## src/hdl/pidpi_pkg.sv

```systemverilog
`default_nettype none

package pidpi_pkg;

    localparam int QUEUE_DEPTH = 4;

    localparam logic MODE_POSITION    = 1'b0;
    localparam logic MODE_INCREMENTAL = 1'b1;

    localparam logic [2:0] REG_KP        = 3'd0;
    localparam logic [2:0] REG_KI        = 3'd1;
    localparam logic [2:0] REG_KD        = 3'd2;
    localparam logic [2:0] REG_MAX_OUT   = 3'd3;
    localparam logic [2:0] REG_INT_LIMIT = 3'd4;
    localparam logic [2:0] REG_LOOP_MODE = 3'd5;

    localparam logic [23:0] KP_RESET        = 24'd537395;
    localparam logic [23:0] KI_RESET        = 24'd13107;
    localparam logic [23:0] KD_RESET        = 24'd184156;
    localparam logic [30:0] MAX_OUT_RESET   = 31'd655360000;
    localparam logic [30:0] INT_LIMIT_RESET = 31'd0;
    localparam logic        MODE_RESET      = MODE_INCREMENTAL;

    typedef struct packed {
        logic [23:0] kp;
        logic [23:0] ki;
        logic [23:0] kd;
        logic [30:0] max_out;
        logic [30:0] int_limit;
        logic        loop_mode;
    } pidpi_cfg_t;

    // operands already chosen for the item's mode
    typedef struct packed {
        logic        mode;
        logic [32:0] p_op;
        logic [31:0] i_op;
        logic [33:0] d_op;
    } pidpi_item_t;

    function automatic logic [31:0] sat32(input logic signed [63:0] v);
        logic [31:0] r;
        if (v > 64'sh000000007FFFFFFF)
            r = 32'h7FFFFFFF;
        else if (v < 64'shFFFFFFFF80000000)
            r = 32'h80000000;
        else
            r = v[31:0];
        return r;
    endfunction

    function automatic logic [31:0] clamp_sym(input logic signed [35:0] v,
                                              input logic [30:0] lim);
        logic signed [35:0] l;
        logic signed [35:0] r;
        l = $signed({5'b0, lim});
        if (v > l)
            r = l;
        else if (v < -l)
            r = -l;
        else
            r = v;
        return r[31:0];
    endfunction

endpackage

`default_nettype wire

```

## src/hdl/pidpi_regs.sv

```systemverilog
`default_nettype none

module pidpi_regs (
    input  wire logic                  clk,
    input  wire logic                  rst_n,
    input  wire logic                  psel,
    input  wire logic                  penable,
    input  wire logic                  pwrite,
    input  wire logic [4:0]            paddr,
    input  wire logic [31:0]           pwdata,
    output logic      [31:0]           prdata,
    output logic                       pready,
    output pidpi_pkg::pidpi_cfg_t      cfg
);
    import pidpi_pkg::*;

    pidpi_cfg_t cfg_reg;
    logic       wr_en;
    logic [2:0] idx;

    assign pready = 1'b1;
    assign wr_en  = psel && penable && pwrite && pready;
    assign idx    = paddr[4:2];
    assign cfg    = cfg_reg;

    always_ff @(posedge clk or negedge rst_n)
    begin
        if (!rst_n)
        begin
            cfg_reg.kp        <= KP_RESET;
            cfg_reg.ki        <= KI_RESET;
            cfg_reg.kd        <= KD_RESET;
            cfg_reg.max_out   <= MAX_OUT_RESET;
            cfg_reg.int_limit <= INT_LIMIT_RESET;
            cfg_reg.loop_mode <= MODE_RESET;
        end
        else if (wr_en)
        begin
            unique case (idx)
                REG_KP:        cfg_reg.kp        <= pwdata[23:0];
                REG_KI:        cfg_reg.ki        <= pwdata[23:0];
                REG_KD:        cfg_reg.kd        <= pwdata[23:0];
                REG_MAX_OUT:   cfg_reg.max_out   <= pwdata[30:0];
                REG_INT_LIMIT: cfg_reg.int_limit <= pwdata[30:0];
                REG_LOOP_MODE: cfg_reg.loop_mode <= pwdata[0];
                default:       ;
            endcase
        end
    end

    always_comb
    begin
        unique case (idx)
            REG_KP:        prdata = {8'b0, cfg_reg.kp};
            REG_KI:        prdata = {8'b0, cfg_reg.ki};
            REG_KD:        prdata = {8'b0, cfg_reg.kd};
            REG_MAX_OUT:   prdata = {1'b0, cfg_reg.max_out};
            REG_INT_LIMIT: prdata = {1'b0, cfg_reg.int_limit};
            REG_LOOP_MODE: prdata = {31'b0, cfg_reg.loop_mode};
            default:       prdata = 32'b0;
        endcase
    end

endmodule

`default_nettype wire

```

## config.mk

```make
export PLATFORM = sky130hd
export DESIGN_NAME = pidpi_regs
export DESIGN_NICKNAME = d
export VERILOG_FILES = /design/src/hdl/pidpi_pkg.sv /design/src/hdl/pidpi_regs.sv
export SDC_FILE = /design/constraint.sdc
export NUM_CORES = 1
export LEC_CHECK = 0
export BUFFER_PORTS_ARGS = -buffer_cell sky130_fd_sc_hd__buf_2
export CAP_MARGIN = 25
export CORE_ASPECT_RATIO = 1.25
export CORE_UTILIZATION = 35
export DETAILED_ROUTE_END_ITERATION = 10
export SYNTH_ARGS = -nofsm -noshare
export SYNTH_HDL_FRONTEND = slang
export SYNTH_SLANG_ARGS = --single-unit
```

## constraint.sdc

```tcl
create_clock -name clk -period 1.12 [get_ports clk]
set_clock_uncertainty 0.1 [all_clocks]
set_input_delay 0 -clock clk [delete_from_list [all_inputs] [get_ports clk]]
set_output_delay 0 -clock clk [all_outputs]
set_load 0.05 [all_outputs]
```

# == Word level (Yosys, flattened, before mapping) ==
# Cells that the tools add are included.
# totals
ff_bits,135
input_bits,42
output_inout_bits,168
elab_cells,21
# classes
eq_ne,5
muxes,1
reduce_logical,9
# op_table
op,n
31-bit case mux with 6 select lines,1
2-bit AND reduction,6
3-bit by 2-bit equality test with 1-bit output (second input constant),2
3-bit equality test (second input constant),2
3-bit by 1-bit equality test with 1-bit output (second input constant),1
3-bit zero test,1
1-bit logical AND,2

# == Longest topological paths before layout ==
# depth
word_depth,3
depth_mapped,6
depth_no_buf,3

# == Least setup slack after synthesis ==
# Ideal clock, no wire load.
# synth_timing
path_type,register to output
start,"register cfg_reg, in the netlist cfg[111]"
end,output port prdata[0]
arrival_ps,2054
required_time_ps,1020
path_slack_ps,-1034
stages_incl_launch_ff,4
path_buffers,0
cell_sequence,dfstp_2 > mux2i_1 > o21a_1 > o21ai_0
# synth_via
elab_chain_len,1
# synth_rtl
element,line_no,source
"start, declared",pidpi_regs.sv:17,pidpi_cfg_t cfg_reg;
31-bit case mux with 6 select lines,pidpi_regs.sv:53,unique case (idx)
"end, declared",pidpi_regs.sv:11,"output logic [31:0] prdata,"
# No other way between the ends.

# == Worst setup path in the final report ==
# layout_timing
start,"register cfg_reg, in the netlist cfg[55]"
end,output port prdata[23]
# The elaborated chain is that of the path after synthesis.

==> flow_summary.ini <==
[timing]
fin_ws_ps = -524
slew_viol_final = 0
hold_viol = 15
max_freq_ghz = 0.608
worst_hold_slack_ps = -96.4
setup_viol = 146
rsz0062_at_grt = true
period_share_pct = 147
tns_ps = -24970
min_period_ps = 1640

[logic_synthesis]
seq_area_frac_synth_pct = 53.4
synth_cell_types = 35
synth_compound_area_share_pct = 8.67
syn_area_sq_mm = 0.00641
synth-seq-cells = 135
synthCells = 454
synth_mux_area_share_pct = 31.3
synth_top_family_by_area = multiplexers
syn-num-nets = 496
synthAdderAreaFrac_pct = 0
syn_avg_cell_area_sq_um = 14.1
synthSimpleGateAreaFrac_pct = 3.18
synth_xor_area_share_pct = 0
ys_warn_count = 0

[global_routing]
grt_start_max_net_pins = 39
grt_pass1_vias = 6062
gr-total-overflow = 0
grt.total_usage_pct = 24.6
antenna_found_initial = 1
grt_first_pass_wirelength_mm = 34.8

[finish]
largest_register_ffs = 135
mostFrequentLayoutCell = buf_6
final_cell_mix = buf_6, buf_8, mux2_4, buf_4, dfrtp_2
fin_area_sq_mm = 0.0127
nNetsFinal = 906
area_growth_pct = 98.0
drive_gt1_share_pct = 81.4
fin_util_pct = 71.7

[cts]
htreeDepth = 4
cts_tree = done
cts_root_buf = clkbuf_16
clkSlewWorstSetupHoldPaths_ps = 60
numClockSinks = 135
cts_max_path_buffers = 2
postCtsHoldBufs = 32
clk_latency_ps = 430
cts_made_buffers = 17

[setup_path]
end_kind = output port
required_ps = 1020
criticalPathCategory = reg2out
r2r-end = cfg[19]
regToRegSetupSlack_ps = -80
path_max_fanout = 2
startpoint = cfg[55]
r2r_start = cfg[19]
r2r_cells = 4
crit_arrival_ps = 1540
cp-start-kind = register

[detailed_routing]
num_vias = 5593
drt_first_iter_violations = 261
drc_errors = 0
wirelength_mm = 23.4
ant_nets = 0
routed_via_density = 5.08
routedWlPerCell_um = 21.2
drt_first_pass_iters = 5

[floorplan]
start_util_pct = 36.2
core_area_sq_mm = 0.0177
die_w_um = 123
ioPinCount = 210
rows = 54
dieArea_sq_mm = 0.0189
fp.dieH_um = 153

[status]
outcome = finished with violations
violations = hold timing, setup timing

[worst_hold_path]
hp-class = in2async

[power]
peakVddDrop_mv = 1.19
p_per_area_mw_per_mm2 = 2000
leakagePower_nw = 5.86
p_total_mw = 25.4

[job]
cap_violations = 0

[placed_design]
port_buffers = 204
dp_hpwl_mm = 14.3
gp_congestion = 0.795
place_area_sq_mm = 0.00921
## logic make-up (layout without fill, tap and decap cells)
logic type / Yosys count / after routing
AOI/OAI and AO/OA: 79 / 79
buffers and inverters: 37 / 460
DFF: 135 / 135
muxes: 175 / 175
other: 2 / 3
and+or+nand+nor: 26 / 26
## cell type report
type / count / area, sq um
repair buffers: 428 / 4920
flip-flops and latches: 135 / 3490
fillers: 1118 / 5010
clock inverters: 8 / 96.3
multi-input cells: 282 / 3420
clock buffers: 24 / 482
diodes: 1 / 2.50
well taps: 224 / 280
## metrics by stage
| step | setup slack, ps | std cells | hold slack (ps) |
|---|---|---|---|
| after floorplan | -297 | 454 | -396 |
| after global placement | -393 | 976 | -213 |
| after detailed placement | -417 | 976 | -213 |
| after CTS | -534 | 1050 | -96.1 |
| after global routing | -568 | 1102 | -73.3 |
| final | -524 | 1102 | -96.4 |
## metal layers
metal | track usage [%] | up-vias | part of all wire, % | wire length, um
li1 | - | 2497 | - | -
met1 | 30.0 | 2864 | 41 | 9670
met2 | 42.3 | 196 | 52 | 12200
met3 | 5.22 | 36 | 4.7 | 1100
met4 | 8.72 | 0 | 1.9 | 436
met5 | 0 | - | 0 | 0
## report_power, final
group	internal [mW]	switching [mW]	total, mW	leakage, nW
Combinational	6.30	6.45	12.8	4.01
Clock	3.44	2.19	5.63	0.284
Sequential	6.09	0.878	6.97	1.57
Total	15.8	9.52	25.4	5.86
## synth_stat cells
| master | n | area, sq um |
|---|---|---|
| mux2i_1 | 34 | 340 |
| a211o_1 | 2 | 17.5 |
| mux2_1 | 1 | 11.3 |
| a22o_1 | 7 | 61.3 |
| nand4b_4 | 1 | 23.8 |
| nor2_1 | 2 | 7.51 |
| buf_4 | 6 | 45.0 |
| nand3b_1 | 2 | 15.0 |
| o21a_1 | 17 | 128 |
| clkbuf_2 | 1 | 5.00 |
| o22ai_1 | 7 | 43.8 |
| buf_2 | 15 | 75.1 |
| o2bb2ai_1 | 15 | 131 |
| buf_6 | 5 | 56.3 |
| o21ai_0 | 16 | 80.1 |
| nor3_1 | 1 | 5.00 |
| mux2_4 | 20 | 300 |
| a22oi_1 | 6 | 45.0 |
| a21oi_1 | 8 | 40.0 |
| nor3b_4 | 1 | 18.8 |
| a2bb2oi_1 | 1 | 8.76 |
| or3_1 | 1 | 6.26 |
| mux2_2 | 120 | 1350 |
| dfstp_2 | 34 | 893 |
| nor2b_1 | 3 | 18.8 |
| nand3_1 | 2 | 10.0 |
| nor3b_1 | 6 | 45.0 |
| conb_1 | 2 | 7.51 |
| dfrtp_1 | 101 | 2530 |
| nand4b_1 | 1 | 8.76 |
| nand2_1 | 2 | 7.51 |
| and3_1 | 1 | 6.26 |
| and2_1 | 1 | 6.26 |
| nor3b_2 | 2 | 25.0 |
| clkbuf_1 | 10 | 37.5 |
## critical path: stages, from the launching register on
cell     delay [ps]
dfrtp_2         420
mux2_4          290
a21oi_4         150
o22ai_4          90
buf_6           160
## repair_timing
action / CTS / global route
pin swaps: 14 / 7
resized for setup: 540 / 91
setup endpoints to repair: 166 / 168
hold endpoints to repair: 270 / 15
buffers inserted: 15 / 79
## worst max path at each step
| stage | to | slack (ps) | cells past startpoint |
|---|---|---|---|
| finish | prdata[23] | -520 | 4 |
| global route | prdata[8] | -570 | 4 |
| CTS | prdata[0] | -530 | 4 |
| detailed placement | prdata[18] | -420 | 7 |
| global placement | prdata[13] | -390 | 7 |
| floorplan | prdata[0] | -300 | 3 |
(Power assumes the default switching activity.)
