**src/hdl/pidpi_pkg.sv**
```systemverilog
`default_nettype none

package pidpi_pkg;

    localparam int QUEUE_DEPTH = 4;

    localparam logic MODE_POSITION    = 1'b0;
    localparam logic MODE_INCREMENTAL = 1'b1;

    localparam logic [2:0] REG_KP        = 3'd0;
    localparam logic [2:0] REG_KI        = 3'd1;
    localparam logic [2:0] REG_KD        = 3'd2;
    localparam logic [2:0] REG_MAX_OUT   = 3'd3;
    localparam logic [2:0] REG_INT_LIMIT = 3'd4;
    localparam logic [2:0] REG_LOOP_MODE = 3'd5;

    localparam logic [23:0] KP_RESET        = 24'd537395;
    localparam logic [23:0] KI_RESET        = 24'd13107;
    localparam logic [23:0] KD_RESET        = 24'd184156;
    localparam logic [30:0] MAX_OUT_RESET   = 31'd655360000;
    localparam logic [30:0] INT_LIMIT_RESET = 31'd0;
    localparam logic        MODE_RESET      = MODE_INCREMENTAL;

    typedef struct packed {
        logic [23:0] kp;
        logic [23:0] ki;
        logic [23:0] kd;
        logic [30:0] max_out;
        logic [30:0] int_limit;
        logic        loop_mode;
    } pidpi_cfg_t;

    // operands already chosen for the item's mode
    typedef struct packed {
        logic        mode;
        logic [32:0] p_op;
        logic [31:0] i_op;
        logic [33:0] d_op;
    } pidpi_item_t;

    function automatic logic [31:0] sat32(input logic signed [63:0] v);
        logic [31:0] r;
        if (v > 64'sh000000007FFFFFFF)
            r = 32'h7FFFFFFF;
        else if (v < 64'shFFFFFFFF80000000)
            r = 32'h80000000;
        else
            r = v[31:0];
        return r;
    endfunction

    function automatic logic [31:0] clamp_sym(input logic signed [35:0] v,
                                              input logic [30:0] lim);
        logic signed [35:0] l;
        logic signed [35:0] r;
        l = $signed({5'b0, lim});
        if (v > l)
            r = l;
        else if (v < -l)
            r = -l;
        else
            r = v;
        return r[31:0];
    endfunction

endpackage

`default_nettype wire

```
**src/hdl/pidpi_fifo.sv**
```systemverilog
`default_nettype none

module pidpi_fifo #(
    parameter int DEPTH = pidpi_pkg::QUEUE_DEPTH
) (
    input  wire logic                  clk,
    input  wire logic                  rst_n,
    input  wire logic                  push,
    input  wire pidpi_pkg::pidpi_item_t push_item,
    output logic                       full,
    input  wire logic                  pop,
    output logic                       head_valid,
    output pidpi_pkg::pidpi_item_t     head_item
);
    import pidpi_pkg::*;

    localparam int PTR_W = $clog2(DEPTH);
    localparam int CNT_W = $clog2(DEPTH + 1);
    localparam logic [PTR_W-1:0] LAST_PTR = PTR_W'(DEPTH - 1);
    localparam logic [CNT_W-1:0] FULL_CNT = CNT_W'(DEPTH);

    pidpi_item_t      mem_reg [DEPTH];
    logic [PTR_W-1:0] wr_ptr_reg;
    logic [PTR_W-1:0] rd_ptr_reg;
    logic [CNT_W-1:0] count_reg;
    logic [CNT_W-1:0] count_next;

    assign full       = (count_reg == FULL_CNT);
    assign head_valid = (count_reg != '0);
    assign head_item  = mem_reg[rd_ptr_reg];

    always_comb
    begin
        count_next = count_reg;
        if (push && !pop)
            count_next = count_reg + 1'b1;
        else if (pop && !push)
            count_next = count_reg - 1'b1;
    end

    always_ff @(posedge clk or negedge rst_n)
    begin
        if (!rst_n)
        begin
            wr_ptr_reg <= '0;
            rd_ptr_reg <= '0;
            count_reg  <= '0;
        end
        else
        begin
            count_reg <= count_next;
            if (push)
                wr_ptr_reg <= (wr_ptr_reg == LAST_PTR) ? '0 : wr_ptr_reg + 1'b1;
            if (pop)
                rd_ptr_reg <= (rd_ptr_reg == LAST_PTR) ? '0 : rd_ptr_reg + 1'b1;
        end
    end

    always_ff @(posedge clk)
    begin
        if (push)
            mem_reg[wr_ptr_reg] <= push_item;
    end

    a_count_bound: assert property (@(posedge clk) disable iff (!rst_n)
        count_reg <= FULL_CNT)
        else $error("queue count above depth");

    a_count_up: assert property (@(posedge clk) disable iff (!rst_n)
        (push && !pop) |=> count_reg == $past(count_reg) + 1'b1)
        else $error("queue count did not follow push");

    a_no_pop_empty: assert property (@(posedge clk) disable iff (!rst_n)
        pop |-> head_valid)
        else $error("pop from empty queue");

endmodule

`default_nettype wire

```
**config.mk**
```make
export PLATFORM = sky130hd
export DESIGN_NAME = pidpi_fifo
export DESIGN_NICKNAME = d
export VERILOG_FILES = /design/src/hdl/pidpi_pkg.sv /design/src/hdl/pidpi_fifo.sv
export SDC_FILE = /design/constraint.sdc
export NUM_CORES = 1
export LEC_CHECK = 0
export BUFFER_PORTS_ARGS = -buffer_cell sky130_fd_sc_hd__buf_2
export CORE_MARGIN = 3
export CORE_UTILIZATION = 45
export CTS_CLUSTER_DIAMETER = 30
export DETAILED_ROUTE_END_ITERATION = 10
export PLACE_DENSITY = 0.7
export REMOVE_ABC_BUFFERS = 1
export SETUP_SLACK_MARGIN = 0.02
export SYNTH_ARGS = -nofsm -noshare
export SYNTH_HDL_FRONTEND = slang
export SYNTH_SLANG_ARGS = --single-unit
```
**constraint.sdc**
```tcl
create_clock -name clk -period 5.2 [get_ports clk]
set_clock_uncertainty 0.2 [all_clocks]
set_input_delay 0.52 -clock clk [delete_from_list [all_inputs] [get_ports clk]]
set_output_delay 0.52 -clock clk [all_outputs]
set_load 0.02 [all_outputs]
```
=== Yosys cells after proc, flatten, opt, wreduce, memory -nomap -nowiden ===
Memory sizes are Yosys's and may differ from the RTL's.
Index checks and enable logic that the tools add are counted.

* Memories: 1
* Output and inout port bits: 102
* Logic and storage cells: 23
* Input port bits: 104
* RAM bits: 400
* Register bits: 7

{| class="wikitable"
|+ Memory list
! memory !! depth !! bits a word !! rd ports !! clocked after memory_dff !! wr ports !! line !! text
|-
| mem_reg || 4 || 100 || 1 || 0 || 1 || pidpi_fifo.sv:22 || <nowiki>pidpi_item_t mem_reg [DEPTH];</nowiki>
|}

* Reduce and logical (&&, ||, !) cells: 6
* Eq/ne operators: 3
* Add/subtract/negate cells: 4
* Multiplexer cells: 6

{| class="wikitable"
|+ Operators with widths
! cell !! count
|-
| $mux 3 || 2
|-
| $add 2x1->2 const B || 2
|-
| $eq 2x2->1 const B || 2
|-
| $mux 2 || 2
|-
| $add 3x1->3 const B || 1
|-
| $eq 3x3->1 const B || 1
|-
| $reduce_bool 3->1 || 1
|-
| $sub 3x1->3 const B || 1
|-
| $logic_and 1x1->1 || 2
|-
| $logic_not 1->1 || 2
|-
| $mux 1 || 2
|-
| $reduce_bool 2->1 || 1
|}

=== Longest topological paths before layout ===
Gate-level depths: netlist of run 1.

* Word-level depth: 4
* Mapped depth: 7
* Depth with buffers taken out: 7

=== Least setup slack after synthesis of run 1 ===
No wires, ideal clock.

* Path kind: register -> register
* Start point: reg wr_ptr_reg[0]
* End point: mem mem_reg[2][0] (netlist name) (enable)
* Setup time: 0.470 ns
* Arrival time: 2.935 ns
* Required time: 4.530 ns
* Clock period less this slack: 3.604 ns
* Cell stages (with the launch flop): 4
* Path buffers: 0
* Setup slack: 1.596 ns
* Cells stage by stage: dfrtp_1 -> inv_1 -> ha_1 -> and2_1

{| class="wikitable"
|+ RTL lines
! what !! line !! text
|-
| start, declared || pidpi_fifo.sv:23 || <nowiki>logic [PTR_W-1:0] wr_ptr_reg;</nowiki>
|-
| start signal, assigned || pidpi_fifo.sv:53 || <nowiki>wr_ptr_reg <= (wr_ptr_reg == LAST_PTR) ? '0 : wr_ptr_reg + 1'b1;</nowiki>
|-
| end, declared || pidpi_fifo.sv:22 ||
|}

No word-level cell before the write port.

==> results of run 1 <==
==> final timing paths <==
| path | endpoint |
|---|---|
| setup / recovery | head_item[86] |
| hold / removal | rd_ptr_reg[0] |
| setup reg to reg | mem_reg[0][52] |
| hold reg to reg | count_reg[2] |
| max in group asynchronous | rd_ptr_reg[1] |
| min in group asynchronous | count_reg[2] |
==> repair_timing <==
| action | 4_1_cts | 5_1_grt |
|---|---|---|
| endpoints found under the hold margin | 407 | 0 |
| gates resized for setup | 0 | 0 |
| hold buffers | 101 | 0 |
==> layer usage <==
metal | up-vias | global-route usage [%] | part of all wire, %
li1 | 3213 | - | -
met1 | 3810 | 22.19 | 41
met2 | 246 | 27.89 | 50
met3 | 49 | 5.833 | 7.6
met4 | 4 | 5.224 | 1.7
met5 | - | 0 | 0.078
==> Yosys cell counts <==
master,instances
fa_1,1
nor2_1,3
clkbuf_1,1
inv_1,4
xor2_1,2
mux4_2,100
ha_1,6
and2_1,4
buf_4,2
o21ai_0,2
or3_1,1
buf_6,9
edfxtp_1,400
nor3b_1,1
buf_2,10
xnor2_1,1
nand2_1,2
mux2_2,3
dfrtp_1,7
==> layout by cell type (no fill, tap or decap) <==
master | netlist | layout
xnor2_1 | 1 | 1
clkinv_4 | 0 | 4
clkinv_1 | 0 | 6
xor2_1 | 2 | 2
inv_8 | 0 | 1
diode_2 | 0 | 1
clkinv_2 | 0 | 6
and2_4 | 0 | 4
inv_6 | 0 | 6
clkbuf_16 | 0 | 80
clkinvlp_4 | 0 | 15
or3_1 | 1 | 1
o21ai_0 | 2 | 2
bufinv_16 | 0 | 13
buf_12 | 0 | 1
nor2_1 | 3 | 3
buf_2 | 10 | 205
nor3b_1 | 1 | 1
clkbuf_1 | 1 | 8
mux4_2 | 100 | 100
edfxtp_1 | 400 | 400
dfrtp_4 | 0 | 2
ha_1 | 6 | 6
nand2_1 | 2 | 2
dfrtp_1 | 7 | 5
dlygate4sd3_1 | 0 | 101
clkinv_8 | 0 | 1
inv_1 | 4 | 4
mux2_2 | 3 | 3
fa_1 | 1 | 1
buf_4 | 2 | 11
==> per-stage QoR <==
stage / setup WS (ps) / cell area (um^2) / power (W) / std cells / setup TNS [ps]
floorplan: -181.6 / 14680 / 0.006651 / 537 / -18160
global placement: 2172 / 16370 / 0.007509 / 1189 / 0
detailed placement: 2164 / 16370 / 0.007553 / 1189 / 0
CTS: 1562 / 20080 / 0.01274 / 1430 / 0
global route: 1432 / 20080 / 0.01312 / 1431 / 0
finish: 1667 / 20080 / 0.01259 / 1431 / 0
==> cell families after synthesis <==
group / count (synthesis) / synth area share [%]
buffers and inverters: 26 / 1.247
and+or+nand+nor: 11 / 0.3877
xor gates and xnor gates: 3 / 0.1770
muxes: 103 / 15.40
DFF: 407 / 82.08
AOI/OAI and AO/OA: 2 / 0.06742
adders and majority gates: 7 / 0.6405
==> power by group through the flow <==
stage | Clock, W | Sequential [W] | Combinational [W]
2_1_floorplan | 0 | 0.00467 | 0.00198
3_3_place_gp | 0 | 0.00457 | 0.00294
3_5_place_dp | 0 | 0.00459 | 0.00296
4_1_cts | 0.00517 | 0.00454 | 0.00303
5_1_grt | 0.00534 | 0.00460 | 0.00319
6_report | 0.00507 | 0.00453 | 0.00298
==> final cells by class <==
cell class / count / area [um^2] / share of cell area (%)
Sequential cell: 407 / 12190 / 60.72
Multi-Input combinational cell: 126 / 2485 / 12.37
Timing Repair Buffer: 318 / 2140 / 10.65
Clock buffer: 88 / 2032 / 10.12
Clock inverter: 52 / 670.6 / 3.339
Tap cell: 435 / 544.3 / 2.710
Inverter: 4 / 15.01 / 0.07476
Antenna cell: 1 / 2.502 / 0.01246
==> summary.md, run 1 <==
| Metric | Value |
|---|---|
| Status | finished, final reports clean |
| Final Hold Viols | 0 |
| Post-CTS Setup Bufs | 0 |
| Top post-synthesis cells by area | edfxtp_1 81%, mux4_2 15%, dfrtp_1 1.2%, buf_6 0.68%, ha_1 0.51% |
| Seq cells post-synth | 407 |
| Clock network power share | between 40% and 50% |
| Yosys warns | 0 |
| Area Growth Syn to Fin | 35.27% |
| Fillers | approximately 2.2k |
| I/O Buffers | 205 |
| Power share of the combinational group | 23.7% |
| Die span in y | about 190 um |
| Min Tclk post-route | ~3500 ps |
| Maximum clock insertion buffer count | 3 |
| R2r setup slk | between 2000 and 3000 ps |
| Worst R2R Start | wr_ptr_reg[0] |
| Max reg flops | 400 |
| Int Power | 0.008961 W |
| CP cell instances | buf_4 > mux4_2 > buf_2 |
| Yosys top cell by area | edfxtp_1 |
| CTS buffer count | 77 |
| Fraction of the yosys area taken by sequential cells | between 80% and 90% |
| First-pass GRT wire length | approximately 47 mm |
| Clock Sinks | approximately 410 |
| Layout cells sized above 1 | 45.43% |
| Register share of total power | 36.0% |
| Slew margin rel. | 33.82% |
| Via density | 5.117 |
| Cell leakage power | 7.075 nW |
| Total Wirelength | just under 30 mm |
| Min Hold Slack | ~60 ps |
| Core Rows | between 60 and 70 |
| CTS tree | yes |
| Fin crit share | 67.94% |
| Root buf cell | clkbuf_16 |
| Crit path max-delay family | flip-flops |
| Slowest cell delay on critical path | around 960 ps |
| H-tree Lvls | 3 |
| RSZ-0062 raised after global routing | no |
| Routability cong. | about 0.7 |
| WP buf/inv | 2 |
| Syn avg cell area | between 20 and 30 um^2 |
| Hold Path Class | primary input to flip-flop |
| Hold path cells | 2 |
| CP max stage cell | dfrtp_4 |
| Sw Share | 28.81% |
| Crit Path Class | flip-flop to output pin |
| Worst slew pin tran | between 900 and 1000 ps |
| WP depth | 3 |
| First-pass DRT Iterations | 5 |
| Initial DRC count | approximately 410 |
| Max Slew Vio Count | 0 |
| CP startpoint | rd_ptr_reg[0] |
| Total track usage | between 10% and 20% |
| CP required | roughly 4500 ps |
| DRT antenna net count | 0 |
| Total gr overflow | 0 |
| Antenna violations before repair | 3 |
| Later-pin clock latency in the skew report | around 560 ps |
| Synth unique cells | 19 |
| Detailed Place HPWL | roughly 16 mm |
| Num ports | 206 |
| Max VDD drop | 0.5083 mV |
| NumNets Final | 1045 |
| Fmax | between 200 and 300 MHz |
| R2R depth | 4 |
| Setup Viol. Count Final | 0 |
| Vias in the first global route | about 8.3k |
| CP max FO | 40 |
| Element type at the critical path end | output pin |
| Maxcap violations | 0 |
| Crit path DAT | about 2800 ps |
| Worst setup SP type | flip-flop |
| Net Switching | around 0.0036 W |
| WL/cell | 20.71 um |
| Vias | around 7.3k |
| Largest net degree at the start of global routing | between 60 and 70 |
| Die width | 187.6 um |
| DRC | 0 |
| Post-Synthesis Cells | about 560 |
| Pwr dens | 626.8 nW/um^2 |
| Post-layout util | approximately 63% |
| Clk pin slew, worst setup/hold paths | around 60 ps |
| Die area | 35210 um^2 |
| Core Footprint | 32040 um^2 |
| Post-Synthesis Cell Area | ~15000 um^2 |
| Starting Density | 46.33% |
| Min-delay src | pop |
| Share of the synthesized area in the top cell type | ~81% |
Note: power is estimated with default switching activity, not from simulation.
==> inputs of run 2 (changes only) <==
==> constraint.sdc (replaced) <==
create_clock -name clk -period 3.6 [get_ports clk]
set_clock_uncertainty 0.2 [all_clocks]
set_input_delay 0.36 -clock clk [delete_from_list [all_inputs] [get_ports clk]]
set_output_delay 0.36 -clock clk [all_outputs]
set_load 0.02 [all_outputs]
==> summary.md, run 2 (synthesis results as in run 1) <==
| Metric | Value |
|---|---|
| Element type at the critical path end | output pin |
| Max Slew Vio Count | 0 (unchanged) |
| Core Footprint | 32040 um^2 (unchanged) |
| Worst slew pin tran | 732.8 ps (-259.9 ps) |
| Most common cell after layout, fill and taps aside | edfxtp_1 |
| Pwr dens | 910.4 nW/um^2 (+45%) |
| Via density | 5.061 (-1.1%) |
| Initial DRC count | 514 (+26%) |
| Sum Neg Setup Slack | 0 ps (unchanged) |
| WL/cell | 20.40 um (-1.5%) |
| Worst setup SP type | flip-flop |
| H-tree Lvls | 3 (unchanged) |
| Area Growth Syn to Fin | 36.95% |
| Final Hold Viols | 0 (unchanged) |
| Total track usage | 17.17% (about the same) |
| NumNets Final | 1053 (+0.77%) |
| Status | finished, final reports clean |
| Fillers | 2163 (-2.6%) |
| Min Tclk post-route | 2822 ps |
| R2R depth | 4 (unchanged) |
| Detailed Place HPWL | 16.11 mm (+0.49%) |
| Final Instance Area | 20330 um^2 (+1.2%) |
| DRT antenna net count | 0 (unchanged) |
| Total Wirelength | 29.46 mm (-0.58%) |
| Post-cts repair resize count | 0 (unchanged) |
| Later-pin clock latency in the skew report | 550 ps (about the same) |
| Post-Place Cells | 1192 (+0.25%) |
| Slew margin rel. | 51.14% (+17 points) |
| Crit path DAT | 2260 ps (-550 ps) |
| Maxcap violations | 0 (unchanged) |
| Clk pin slew, worst setup/hold paths | 40 ps (-20 ps) |
| First-pass GRT wire length | 46.84 mm (about the same) |
| Hold buffers post-CTS | 104 (+3.0%) |
| Maximum clock insertion buffer count | 3 (unchanged) |
| Hold path cells | 1 (-1) |
| RSZ-0062 raised after global routing | no |
| RR Endpoint | mem_reg[2][91] |
| First-pass DRT Iterations | 5 (unchanged) |
| Most frequent cells in the layout | 400 x edfxtp_1, 205 x buf_2, 104 x dlygate4sd3_1, 100 x mux4_2, 81 x clkbuf_16 |
| Layout cells sized above 1 | 46.47% (+1.0 points) |
| DP Area | 16460 um^2 (+0.60%) |
| I/O Buffers | 205 (unchanged) |
| Post-CTS Setup Bufs | 0 (unchanged) |
| Num ports | 206 (unchanged) |
| Vias | 7308 (-0.19%) |
| Clock Sinks | 407 (unchanged) |
| Routability cong. | 0.7022 (+1.7%) |
| CP max FO | 25 (-38%) |
| Root buf cell | clkbuf_16 |
| Hold Path Class | flip-flop to flip-flop |
| Die area | 35210 um^2 (unchanged) |
| Fin crit share | 78.40% |
| Die width | 187.6 um (unchanged) |
| Total gr overflow | 0 (unchanged) |
| Hold EP | count_reg[2] |
| Post-route insts no fill | 1444 (+0.91%) |
| CTS tree | yes |
| Worst R2R Start | wr_ptr_reg[0] |
| Final Total Pwr | 0.01851 W (+47%) |
| R2r setup slk | 1380 ps (-1270 ps) |
| Setup Viol. Count Final | 0 (unchanged) |
| CTS buffer count | 79 (+2.6%) |
| Crit Path Class | flip-flop to output pin |
| Core Rows | 65 (unchanged) |
| Starting Density | 46.33% (unchanged) |
| Cell leakage power | 7.220 nW (+2.1%) |
| Post-layout util | 63.45% (+0.78 points) |
| Vias in the first global route | 8291 (-0.56%) |
| Min-delay src | count_reg[2] |
| DRC | 0 (unchanged) |
| Antenna violations before repair | 2 (-1) |
| Largest net degree at the start of global routing | 56 (-9.7%) |
| Max VDD drop | 0.7576 mV (+49%) |
| Fmax | about 350 MHz |
| Die span in y | 187.6 um (unchanged) |
| Max reg flops | 400 (unchanged) |
| CP required | 3040 ps (-1440 ps) |
[run 2: cell types whose count changed in the layout (fill, tap and decap cells not counted), sizes merged]
cell / change
clkbuf: -3
clkinv: +11
bufinv: +2
inv: +3
diode: +1
dlygate4sd3: +3
buf: +3
clkinvlp: -7
[run 2: worst max path at each step]
stage	start	to	slack (ps)	depth (start not counted)
2_1_floorplan	rd_ptr_reg[0]	head_item[0]	-1620	1
3_3_place_gp	rd_ptr_reg[0]	head_item[56]	1320	3
3_5_place_dp	rd_ptr_reg[0]	head_item[56]	1310	3
4_1_cts	rd_ptr_reg[0]	head_item[63]	700	3
5_1_grt	rd_ptr_reg[0]	head_item[56]	650	3
6_report	rd_ptr_reg[1]	head_item[56]	780	3
[run 2: per-layer routing]
metal	track usage, %	vias up	routed length [um]
met2	27.49	254	14680
met3	5.141	72	2041
met1	22.18	3762	11930
met4	7.100	0	807
met5	0	-	0
li1	-	3220	-
[run 2: metrics by stage]
step / hold WS, ps / setup WS [ps]
after floorplan: -135.6 / -1622
after global placement: 7.502 / 1322
after detailed placement: 5.757 / 1315
after CTS: 295.7 / 703.2
after global routing: 327.8 / 646.6
final: 292.8 / 777.6
[run 2: where the power goes]
part | total, W | switching (W) | internal [W]
combinational | 0.00454 | 0.00263 | 0.00191
clock | 0.00761 | 0.00239 | 0.00521
sequential | 0.00636 | 0.000275 | 0.00609
[run 2: area by class of cell]
class | count | area, um^2 | area share, %
repair buffers | 324 | 2267 | 11.15
clock buffers | 85 | 2042 | 10.04
diodes | 2 | 5.005 | 0.02462
well taps | 435 | 544.3 | 2.677
inverters | 4 | 15.01 | 0.07385
multi-input cells | 126 | 2485 | 12.22
flip-flops and latches | 407 | 12190 | 59.98
clock inverters | 61 | 779.5 | 3.834
[run 2: worst max-delay path: stages, from the launching register on]
cell	delay [ps]
dfrtp_4	680
buf_4	430
mux4_2	390
buf_2	180
