===== src/hdl/pidpi_pkg.sv =====
`default_nettype none

package pidpi_pkg;

    localparam int QUEUE_DEPTH = 4;

    localparam logic MODE_POSITION    = 1'b0;
    localparam logic MODE_INCREMENTAL = 1'b1;

    localparam logic [2:0] REG_KP        = 3'd0;
    localparam logic [2:0] REG_KI        = 3'd1;
    localparam logic [2:0] REG_KD        = 3'd2;
    localparam logic [2:0] REG_MAX_OUT   = 3'd3;
    localparam logic [2:0] REG_INT_LIMIT = 3'd4;
    localparam logic [2:0] REG_LOOP_MODE = 3'd5;

    localparam logic [23:0] KP_RESET        = 24'd537395;
    localparam logic [23:0] KI_RESET        = 24'd13107;
    localparam logic [23:0] KD_RESET        = 24'd184156;
    localparam logic [30:0] MAX_OUT_RESET   = 31'd655360000;
    localparam logic [30:0] INT_LIMIT_RESET = 31'd0;
    localparam logic        MODE_RESET      = MODE_INCREMENTAL;

    typedef struct packed {
        logic [23:0] kp;
        logic [23:0] ki;
        logic [23:0] kd;
        logic [30:0] max_out;
        logic [30:0] int_limit;
        logic        loop_mode;
    } pidpi_cfg_t;

    // operands already chosen for the item's mode
    typedef struct packed {
        logic        mode;
        logic [32:0] p_op;
        logic [31:0] i_op;
        logic [33:0] d_op;
    } pidpi_item_t;

    function automatic logic [31:0] sat32(input logic signed [63:0] v);
        logic [31:0] r;
        if (v > 64'sh000000007FFFFFFF)
            r = 32'h7FFFFFFF;
        else if (v < 64'shFFFFFFFF80000000)
            r = 32'h80000000;
        else
            r = v[31:0];
        return r;
    endfunction

    function automatic logic [31:0] clamp_sym(input logic signed [35:0] v,
                                              input logic [30:0] lim);
        logic signed [35:0] l;
        logic signed [35:0] r;
        l = $signed({5'b0, lim});
        if (v > l)
            r = l;
        else if (v < -l)
            r = -l;
        else
            r = v;
        return r[31:0];
    endfunction

endpackage

`default_nettype wire


===== src/hdl/pidpi_front.sv =====
`default_nettype none

module pidpi_front (
    input  wire logic                  clk,
    input  wire logic                  rst_n,
    input  wire logic                  s_tvalid,
    output logic                       s_tready,
    input  wire logic [63:0]           s_tdata,
    input  wire logic                  loop_mode,
    input  wire logic                  queue_full,
    output logic                       push,
    output pidpi_pkg::pidpi_item_t     push_item
);
    import pidpi_pkg::*;

    logic [31:0]        err_now_reg;
    logic [31:0]        err_prev_reg;
    logic [31:0]        target;
    logic [31:0]        measured;
    logic signed [32:0] e_wide;
    logic [31:0]        e_next;
    logic signed [32:0] d1;
    logic signed [33:0] d2;

    assign target   = s_tdata[31:0];
    assign measured = s_tdata[63:32];
    assign s_tready = !queue_full;
    assign push     = s_tvalid && s_tready;

    always_comb
    begin
        e_wide = $signed({target[31], target}) - $signed({measured[31], measured});
        if (e_wide[32] != e_wide[31])
            e_next = e_wide[32] ? 32'h80000000 : 32'h7FFFFFFF;
        else
            e_next = e_wide[31:0];
        d1 = $signed({e_next[31], e_next}) - $signed({err_now_reg[31], err_now_reg});
        d2 = $signed({{2{e_next[31]}}, e_next})
           - $signed({err_now_reg[31], err_now_reg, 1'b0})
           + $signed({{2{err_prev_reg[31]}}, err_prev_reg});

        push_item.mode = loop_mode;
        push_item.i_op = e_next;
        if (loop_mode == MODE_INCREMENTAL)
        begin
            push_item.p_op = d1;
            push_item.d_op = d2;
        end
        else
        begin
            push_item.p_op = {e_next[31], e_next};
            push_item.d_op = {d1[32], d1};
        end
    end

    // error history shifts on every accepted request
    always_ff @(posedge clk or negedge rst_n)
    begin
        if (!rst_n)
        begin
            err_now_reg  <= 32'b0;
            err_prev_reg <= 32'b0;
        end
        else if (push)
        begin
            err_now_reg  <= e_next;
            err_prev_reg <= err_now_reg;
        end
    end

endmodule

`default_nettype wire


===== config.mk =====
export PLATFORM = sky130hd
export DESIGN_NAME = pidpi_front
export DESIGN_NICKNAME = d
export VERILOG_FILES = /design/src/hdl/pidpi_pkg.sv /design/src/hdl/pidpi_front.sv
export SDC_FILE = /design/constraint.sdc
export NUM_CORES = 1
export LEC_CHECK = 0
export ABC_AREA = 1
export BUFFER_PORTS_ARGS = -buffer_cell sky130_fd_sc_hd__buf_2
export CORE_MARGIN = 8
export CORE_UTILIZATION = 47
export CTS_BUF_LIST = sky130_fd_sc_hd__clkbuf_16
export CTS_CLUSTER_SIZE = 24
export DETAILED_ROUTE_END_ITERATION = 8
export GPL_TIMING_DRIVEN = 0
export PLACE_DENSITY = 0.74
export SLEW_MARGIN = 20
export SYNTH_ARGS = -nofsm -noshare
export SYNTH_HDL_FRONTEND = slang
export SYNTH_SLANG_ARGS = --single-unit

===== constraint.sdc =====
create_clock -name clk -period 6.5 [get_ports clk]
set_input_delay 1.3 -clock clk [delete_from_list [all_inputs] [get_ports clk]]
set_output_delay 1.3 -clock clk [all_outputs]
set_load 0.05 [all_outputs]

Yosys cells after proc, flatten, opt, wreduce, memory -nomap -nowiden --
Index checks and enable logic that the tools add are counted.
Cells by class: add/subtract/negate cells 4, multipliers 0, divide/modulo/power cells 0, order comparisons 0, equality and inequality tests 1, shift operators 0, multiplexer cells 4, bitwise operators 0, reductions and logical operators 2
Operators by type and width (number):
- 32-bit by 32-bit subtractor with 33-bit output | 2
- 32-bit two-way mux | 2
- 34-bit by 32-bit adder with 34-bit output | 1
- 34-bit two-way mux | 1
- 32-bit by 33-bit subtractor with 34-bit output | 1
- 33-bit two-way mux | 1
- 1-bit logical AND | 1
- 1-bit zero test | 1
- 1-bit != test | 1
Storage, ports and cells: register bits after elaboration 64, latch bits 0, bits in writable memories 0, bits in read-only memories 0, bits of input ports 69, memories kept 0

Longest topological paths before layout --
Gate-level depths: netlist (run 1).
depth after elaboration 6, depth in mapped cells 34, gate-level depth less buffers 33

Worst setup path after synthesis (run 1) --
Ideal clock, no wire load.
kind input to output, start point in s_tdata[0], end point out push_item[18] (netlist bit), arrival time 6.498 ns, required time 5.200 ns, setup slack -1.298 ns, cell stages on the path 27, path through inv_1 ha_1 inv_1 fa_1 nand2_1 nand2_1 nand3b_1 nand2_2 nand2_2 nand2_4 nand2_2 nand2_2 nand2_1 nand2_1 nand2_1 nand2_1 nand2_1 inv_1 fa_1 inv_1 ha_1 a21oi_1 o21ai_0 a21oi_1 o21ai_0 xnor2_1 o21ai_0
RTL lines:
- from (decl) | RTL line pidpi_front.sv:8 | input wire logic [63:0] s_tdata,
- to (decl) | RTL line pidpi_front.sv:12 | output pidpi_pkg::pidpi_item_t push_item

==> summary.md, run 1 <==
- fa_2 — master of the slowest instance on the critical path
- 1,748 — synthesized netlist cell count
- 16,170 sq um — final std cell area, no fill
- 22,500 sq um — placeable core area
- 9 — number of clock buffers inserted by TritonCTS
- 2 — worst-case reg-to-reg path depth
- 1602 sq um — flip-flop and latch area
- 0.4764 — initial core utilization
- 0.57 ns — delay of the slowest cell on the worst path
- 171 — boundary pin count
- 34 — number of gates on the worst path with buffers counted
- -0.9891 ns — worst slack after detailed placement
- nand2_2 — crit-path most repeated cell
- 44 — Netlist cell types
- nand2_1 — Yosys top cell by area
- 50.82% — Area growth, synth to finish
- 27,900 sq um — die outline area
- s_tdata[0] — worst setup path startpoint
- 0 — hold_buf cts
- 0 — Antenna Violating Nets Remaining
- 0.2139 — Yosys top cell area share
- input pin — CP Launch Type
- 13,170 — DR vias
- 169 — number of port buffers
- 0 — number of endpoints with negative hold slack in the final report
- 5.688 — Vias per Instance
- 67.92 mm — wire length of the first global-routing pass
- complete, but fails checks — status
- 20.39 um — Avg WL per Cell
- output pin — Crit. End Element
- nand2_1 (487), inv_1 (259), buf_2 (116) — top library cells by usage in the layout, fill and taps aside
- in2out — critical setup path kind
- err_now_reg[15] — Hold Startpoint
- 0 — count of yosys warnings during synthesis
- nand2_1 — commonest non-fill, non-tap cell in the layout
- 1,948 — Net Count, Synth
- 5 — crit-path max FO
- 1.159 ns — slew at the pin closest to its max-slew limit
- 64 — CTS sink count
- 0.3836 — fraction of final layout cells with drive strength greater than 1
- 6 — detailed-router iteration count before antenna repair
- 64 — number of register bits inferred by synthesis
- 0.2272 — Slew HR
- 0.3064 — GRT Total Usage
- 2 — hold-critical path depth
- negative setup slack — violations in the final reports
- 0 — remaining routing DRC violations
- 55 — # rows
- 0.9788 — weighted congestion at the end of routability-driven global placement
- 0.1494 — sequential element share of the synthesized area
- 43 — number of setup violations in the final report
- 5.69 ns — arrival time reported for the critical path endpoint
- 167.0 um — die width
- 34.88 mm — DPL Wire Length
- built — TritonCTS clock tree
- 12,510 — vias in the first global route
- 0 — count of maximum capacitance violations
- 0 — total global routing overflow
- 12,480 sq um — area of placed instances
- 2,226 — total number of nets in the final design
- 0 — count of antenna diodes in the layout
- 10,720 sq um — Mapped Area
- 1,778 — filler instances
- 0.4833 ns — worst hold slack across all endpoints
- 0.008843 ns — maximum clock skew at final layout
- err_now_reg[3] — start of the worst register-to-register path
- 6.133 sq um — post-synthesis area per instance
- 143.2 MHz — maximum frequency from static timing analysis
- 1,120 — violation count after the first detailed-route iteration
- 0 — max-slew violation total from the final report
- reg2reg — Hold Crit Class
- 47.21 mm — wire length after detailed routing
- 0 — initial antenna violation count
- 2 — clock tree buffer depth
- 49 — largest net degree at the start of global routing
- true — RSZ-0062 raised after global routing
- 5.20 ns — data required time of the critical path
- -0.4855 ns — final worst-path setup slack
- 1.075 — period utilisation layout
- 6.986 ns — fin crit period
- simple AND/OR/NAND/NOR gates — CP delay by family, top
- 0.06 ns — clock slew at the register clock pins of the worst setup and hold paths
- 9 — Buf+Inv Stages, Crit Path
- nand2_1 (21%), dfrtp_1 (15%), ha_1 (11%) — main area contributors after synthesis
- 10,420 sq um — area of the multi-input gates
- clkbuf_16 — cell at the root of the clock tree
- 167.0 um — floorplan die height
- 3 — number of H-tree levels
- 0.34 ns — latest clock arrival within the worst-skew pair
metrics by stage:
stage	util	TNS (ns)	cells
after floorplan	-	-0.4849	1748
after global placement	0.5535	-29.25	2202
after detailed placement	0.5548	-32.19	2203
after CTS	0.6492	-6.701	2282
after global routing	0.7185	-18.97	2316
final	0.7185	-11.64	2316
tightest hold or removal path: stages, from the launching register on:
cell	delay, ns
dfrtp_1	0.34
nand2_1	0.05
nand2_1	0.06
Yosys cell counts:
library cell / n
clkbuf_1: 19
nand3_1: 79
a31oi_1: 3
xor2_1: 24
nor4_1: 1
nand3b_1: 20
nand3_2: 1
inv_1: 285
ha_1: 97
clkinv_1: 1
a21oi_1: 121
a21oi_2: 2
buf_8: 1
buf_1: 2
o21ai_1: 2
o21ai_0: 95
buf_4: 1
o21a_1: 9
nand2_1: 611
a21oi_4: 14
o211ai_1: 7
nand2_2: 10
dfrtp_1: 64
o211a_1: 3
nor3b_2: 1
xnor2_1: 27
o21ai_4: 6
inv_2: 7
nand2_4: 3
a21boi_0: 5
o2111ai_1: 3
or2_2: 10
o22ai_1: 1
nand4_1: 5
nor3_1: 20
o21ai_2: 4
nor2_1: 114
o21bai_1: 18
fa_1: 34
a21o_1: 6
buf_2: 6
nor2_8: 1
buf_6: 4
o31ai_1: 1
area by class of cell:
| class | instances | area share |
|---|---|---|
| well taps | 285 | 0.02206 |
| plain buffers | 33 | 0.01308 |
| multi-input cells | 1358 | 0.6446 |
| inverters | 293 | 0.06880 |
| clock buffers | 9 | 0.01393 |
| flip-flops and latches | 64 | 0.09906 |
| repair buffers | 267 | 0.1344 |
| clock inverters | 7 | 0.004024 |
path summary, 6_finish.rpt:
path	endpoint	slack [ns]
worst min-delay path	err_now_reg[15]	0.48
worst max-delay path	push_item[15]	-0.49
min in group asynchronous	err_now_reg[3]	0.83
max in group asynchronous	err_now_reg[29]	5.13
worst min register to register	err_now_reg[15]	0.48
worst max register to register	err_prev_reg[3]	5.58
per-layer routing:
layer,part of all wire,up-vias,global-route usage
met5,0,-,0
met4,0.043,0,0.1065
met3,0.089,146,0.03972
met2,0.47,716,0.5182
met1,0.40,6225,0.3953
li1,-,6086,-
cell families (layout without fill, tap and decap cells):
logic type	after synthesis	count (layout)	share of synthesized area
buffers and inverters	326	609	0.1190
adders and majority gates	131	131	0.1767
DFF	64	64	0.1494
AOI/OAI and AO/OA	300	300	0.1768
and+or+nand+nor	876	876	0.3364
xor gates and xnor gates	51	51	0.04167
what timing repair did:
item	CTS	global route
resized for setup	321	317
gates cloned	1	0
pin swaps	107	122
endpoints found under the setup margin	58	58
setup buffers	66	34
Power of run 1 is not shown: default switching activity piles up to over one toggle a cycle in this logic, so the estimate is an artifact.
==> inputs of run 2 (changes only) <==
==> constraint.sdc (replaced) <==
create_clock -name clk -period 6.5 [get_ports clk]
set_input_delay 0 -clock clk [delete_from_list [all_inputs] [get_ports clk]]
set_output_delay 0 -clock clk [all_outputs]
set_load 0.05 [all_outputs]
==> run 2 against run 1 <==
The run now ends clean; sequential cell count is the same; via count down 10%; clock skew shrank 0.0023 ns; cell count decreased by 4.1%; critical path depth is 2 lower.
==> summary.md, run 2 (synthesis gave the netlist of run 1 again) <==
- completed — status
- 0 — Antenna Violating Nets Remaining
- 22,500 sq um — placeable core area
- clkbuf_16 — cell at the root of the clock tree
- 0 — remaining routing DRC violations
- 0 ns — Total Negative Setup Slacks
- 39.20 mm — wire length after detailed routing
- 61.16 mm — wire length of the first global-routing pass
- 17.47 mm — amount of wire on met2 after detailed routing
- 37 — largest net degree at the start of global routing
- 8 — Buf+Inv Stages, Crit Path
- 10 — crit-path max FO
- 11,860 — DR vias
- err_now_reg[1] — start of the worst register-to-register path
- 33.91 mm — DPL Wire Length
- 0.4764 — initial core utilization
- 0 — count of antenna diodes in the layout
- nand2_1 — commonest non-fill, non-tap cell in the layout
- met4 — top routing layer used
- 191.3 MHz — maximum frequency from static timing analysis
- nand2_1 — crit-path most repeated cell
- 6.50 ns — data required time of the critical path
- 0.006496 ns — maximum clock skew at final layout
- 17.29 mm — Met1 Routed Length
- 0 — buffer count from post-CTS setup fixing
- 0 — initial antenna violation count
- in2async — Hold Crit Class
- 2 — worst-case reg-to-reg path depth
- 2,130 — total number of nets in the final design
- 0.2766 — GRT Total Usage
- 5.23 ns — arrival time reported for the critical path endpoint
- nand2_1 (611), inv_1 (285), buf_2 (174) — top library cells by usage in the layout, fill and taps aside
- 5.343 — Vias per Instance
- 1.273 ns — final worst-path setup slack
- false — RSZ-0062 raised after global routing
- 27,900 sq um — die outline area
- 1.027 — weighted congestion at the end of routability-driven global placement
- 0 — number of endpoints with negative hold slack in the final report
- 0 — total global routing overflow
- 6 — detailed-router iteration count before antenna repair
- output pin — Crit. End Element
- 1.330 ns — worst slack after detailed placement
- 860 — violation count after the first detailed-route iteration
- 5.61 ns — reg-to-reg setup timing slack
- 17.66 um — Avg WL per Cell
- 0.8745 ns — slew at the pin closest to its max-slew limit
- 11,950 sq um — area of placed instances
- 167.0 um — die width
- 0 — max-slew violation total from the final report
- 2 — clock tree buffer depth
- 0.06 ns — clock slew at the register clock pins of the worst setup and hold paths
- err_prev_reg[1] — R2R Path End
- 5.227 ns — fin crit period
- 167.0 um — floorplan die height
- 2.950 mm — metal3 WL
- 12,260 sq um — final std cell area, no fill
- 64 — CTS sink count
- 0 — number of setup violations in the final report
- built — TritonCTS clock tree
- 0.1079 ns — worst hold slack across all endpoints
- fa_1 — master of the slowest instance on the critical path
- simple AND/OR/NAND/NOR gates — CP delay by family, top
- 3 — number of H-tree levels
- 171 — boundary pin count
- input pin — CP Launch Type
- 11,570 — vias in the first global route
- 14.37% — Area growth, synth to finish
- 0.4170 — Slew HR
- in2out — critical setup path kind
- 0.1328 — fraction of final layout cells with drive strength greater than 1
- 0.58 ns — delay of the slowest cell on the worst path
- 0 — count of maximum capacitance violations
- 169 — number of port buffers
- 55 — # rows
- 9 — number of clock buffers inserted by TritonCTS
- 0.34 ns — latest clock arrival within the worst-skew pair
- 0.8042 — period utilisation layout
==> run 2: how the worst max path moves through the flow <==
stage / start / endpoint / slack, ns / depth (start not counted)
2_1_floorplan: s_tdata[0] / push_item[18] / 1.30 / 27
3_3_place_gp: s_tdata[0] / push_item[24] / 1.34 / 32
3_5_place_dp: s_tdata[0] / push_item[24] / 1.33 / 32
4_1_cts: s_tdata[0] / push_item[24] / 1.33 / 32
5_1_grt: s_tdata[0] / push_item[24] / 0.97 / 32
6_report: s_tdata[0] / push_item[24] / 1.27 / 32
==> run 2: layout make-up <==
class / instances / area, sq um
clock inverters: 7 / 80.08
inverters: 293 / 1100
repair buffers: 171 / 878.3
fillers: 2375 / 10240
well taps: 285 / 356.6
multi-input cells: 1358 / 7843
clock buffers: 9 / 225.2
plain buffers: 33 / 176.4
flip-flops and latches: 64 / 1602
==> run 2: timing repair <==
item,in CTS,in global routing
endpoints found under the hold margin,64,0
resized for setup,0,0
hold buffers,1,0
endpoints found under the setup margin,0,0
==> run 2: per-stage QoR <==
stage / util / cells
detailed placement: 0.5308 / 2203
floorplan: - / 1748
global route: 0.5448 / 2220
global placement: 0.5298 / 2202
CTS: 0.5448 / 2220
finish: 0.5448 / 2220
==> run 2: metal layers <==
| metal | up-vias | global-route usage |
|---|---|---|
| met5 | - | 0 |
| met4 | 0 | 0.1152 |
| met3 | 75 | 0.03972 |
| met2 | 425 | 0.4455 |
| met1 | 5464 | 0.3653 |
| li1 | 5898 | - |
==> run 2: worst reg2reg max path: cells and delay by family, from the launching register on <==
| kind | cells | cell delay [ns] |
|---|---|---|
| DFF | 1 | 0.54 |
| AOI/OAI and AO/OA | 1 | 0.16 |
| buffers and inverters | 1 | 0.10 |
Power of run 2 is left out for the same reason.
==> inputs of run 3 (changes only) <==
--- a/config.mk
+++ b/config.mk
@@ -13,7 +13,7 @@
 export CTS_CLUSTER_SIZE = 24
 export DETAILED_ROUTE_END_ITERATION = 8
 export GPL_TIMING_DRIVEN = 0
-export PLACE_DENSITY = 0.74
+export PLACE_DENSITY = 0.71
 export SLEW_MARGIN = 20
 export SYNTH_ARGS = -nofsm -noshare
 export SYNTH_HDL_FRONTEND = slang
==> constraint.sdc (replaced) <==
create_clock -name clk -period 5.3 [get_ports clk]
set_input_delay 0 -clock clk [delete_from_list [all_inputs] [get_ports clk]]
set_output_delay 0 -clock clk [all_outputs]
set_load 0.05 [all_outputs]
==> run 3 against run 2 <==
Non-clock buffer count stayed put; sequential cell count did not move; critical endpoint is now push_item[21]; setup slack lost 0.98 ns; clock skew shrank 0.0033 ns; largest cell class unchanged; count of clock-buffer cells in the layout is the same; core utilization hardly changed; die area is the same.
==> summary.md, run 3 (synthesis gave the netlist of run 1 again) <==
- 0 — Antenna Violating Nets Remaining
- 55 — # rows
- 5.01 ns — arrival time reported for the critical path endpoint
- nand2_1 — crit-path most repeated cell
- nand2_1 (611), inv_1 (287), buf_2 (174) — top library cells by usage in the layout, fill and taps aside
- 0 ns — Total Negative Setup Slacks
- 64 — CTS sink count
- 0.9446 — period utilisation layout
- 169 — number of port buffers
- input pin — CP Launch Type
- 0.9768 ns — slew at the pin closest to its max-slew limit
- 0 — initial antenna violation count
- output pin — Crit. End Element
- 34.60 mm — DPL Wire Length
- 0 — max-slew violation total from the final report
- 7 — crit-path max FO
- 171 — boundary pin count
- 62.37 mm — wire length of the first global-routing pass
- 22,500 sq um — placeable core area
- 2,130 — total number of nets in the final design
- false — RSZ-0062 raised after global routing
- 0 — number of endpoints with negative hold slack in the final report
- 0 — remaining routing DRC violations
- clkbuf_16 — cell at the root of the clock tree
- in2async — Hold Crit Class
- 0 — count of antenna diodes in the layout
- 0 — count of maximum capacitance violations
- 0 — total global routing overflow
- 18.23 um — Avg WL per Cell
- 6 — Buf+Inv Stages, Crit Path
- 0.4764 — initial core utilization
- 40.45 mm — wire length after detailed routing
- 0 — number of setup violations in the final report
- 0.3488 — Slew HR
- 9 — number of clock buffers inserted by TritonCTS
- 0.003190 ns — maximum clock skew at final layout
- 11,540 — vias in the first global route
- 0.1324 — fraction of final layout cells with drive strength greater than 1
- fa_1 — master of the slowest instance on the critical path
- 2,342 — filler instances
- 1,138 — violation count after the first detailed-route iteration
- 1.031 — weighted congestion at the end of routability-driven global placement
- 0.54 ns — delay of the slowest cell on the worst path
- 2 — clock tree buffer depth
- 5.346 — Vias per Instance
- 0.05 ns — clock slew at the register clock pins of the worst setup and hold paths
- 167.0 um — die width
- built — TritonCTS clock tree
- completed — status
- 0.33 ns — latest clock arrival within the worst-skew pair
- 5.30 ns — data required time of the critical path
- simple AND/OR/NAND/NOR gates — CP delay by family, top
- in2out — critical setup path kind
- 0.2829 — GRT Total Usage
- 0 — buffer count from post-CTS setup fixing
- 3 — number of H-tree levels
- 7 — detailed-router iteration count before antenna repair
- nand2_1 — commonest non-fill, non-tap cell in the layout
- 27,900 sq um — die outline area
- 45 — largest net degree at the start of global routing
- 11,860 — DR vias
- 167.0 um — floorplan die height
- 14.30% — Area growth, synth to finish
- 5.006 ns — fin crit period
- 199.7 MHz — maximum frequency from static timing analysis
==> run 3: cell types whose count changed in the layout (fill, tap and decap cells not counted), sizes merged <==
cell      previous run  this run
inv                293       294
clkinvlp             2         1
clkinv               4         3
==> run 3: worst reg2reg max path: cells and delay by family, from the launching register on <==
| kind | cells | cell delay [ns] |
|---|---|---|
| flops | 1 | 0.51 |
| compound gates | 1 | 0.18 |
| buf+inv | 1 | 0.15 |
==> run 3: cell type report <==
class,instances,area [sq um],share of cell area
plain buffers,33,176.4,0.01440
well taps,285,356.6,0.02910
multi-input cells,1358,7854,0.6410
flip-flops and latches,64,1602,0.1307
clock inverters,6,53.80,0.004391
repair buffers,171,885.9,0.07230
clock buffers,9,225.2,0.01838
inverters,293,1100,0.08976
==> run 3: worst paths after layout <==
check / startpoint / end / slack [ns] / cells past startpoint
setup / recovery: s_tdata[0] / push_item[21] / 0.29 / 31
hold / removal: rst_n / err_prev_reg[2] / 0.10 / 2
setup reg to reg: err_now_reg[1] / err_prev_reg[1] / 4.37 / 2
hold reg to reg: err_now_reg[13] / err_now_reg[13] / 0.48 / 2
max in group asynchronous: rst_n / err_now_reg[21] / 4.67 / 3
min in group clk: s_tdata[32] / err_now_reg[0] / 0.16 / 5
==> run 3: metal layers <==
| metal | part of all wire | vias to the layer above | global-route usage |
|---|---|---|---|
| li1 | - | 5896 | - |
| met1 | 0.44 | 5439 | 0.3661 |
| met2 | 0.46 | 463 | 0.4793 |
| met3 | 0.077 | 65 | 0.04208 |
| met4 | 0.030 | 0 | 0.08421 |
| met5 | 0 | - | 0 |
==> run 3: repair_timing <==
item	4_1_cts	5_1_grt
hold buffers	1	0
setup endpoints to repair	0	8
endpoints found under the hold margin	64	0
resized for setup	0	5
==> run 3: through the flow <==
step           instance area (sq um)  worst slack [ns]  instances    util  hold slack, ns
2_1_floorplan                  10720            0.1021       1748       -         -0.2956
4_1_cts                        12240           0.05610       2219  0.5440          0.1034
6_report                       12250            0.2937       2219  0.5445          0.1023
3_3_place_gp                   11920            0.1217       2202  0.5298          0.3042
5_1_grt                        12250          0.003062       2219  0.5445          0.1234
3_5_place_dp                   11950           0.07197       2203  0.5312        -0.08269
Power of run 3 is left out for the same reason.
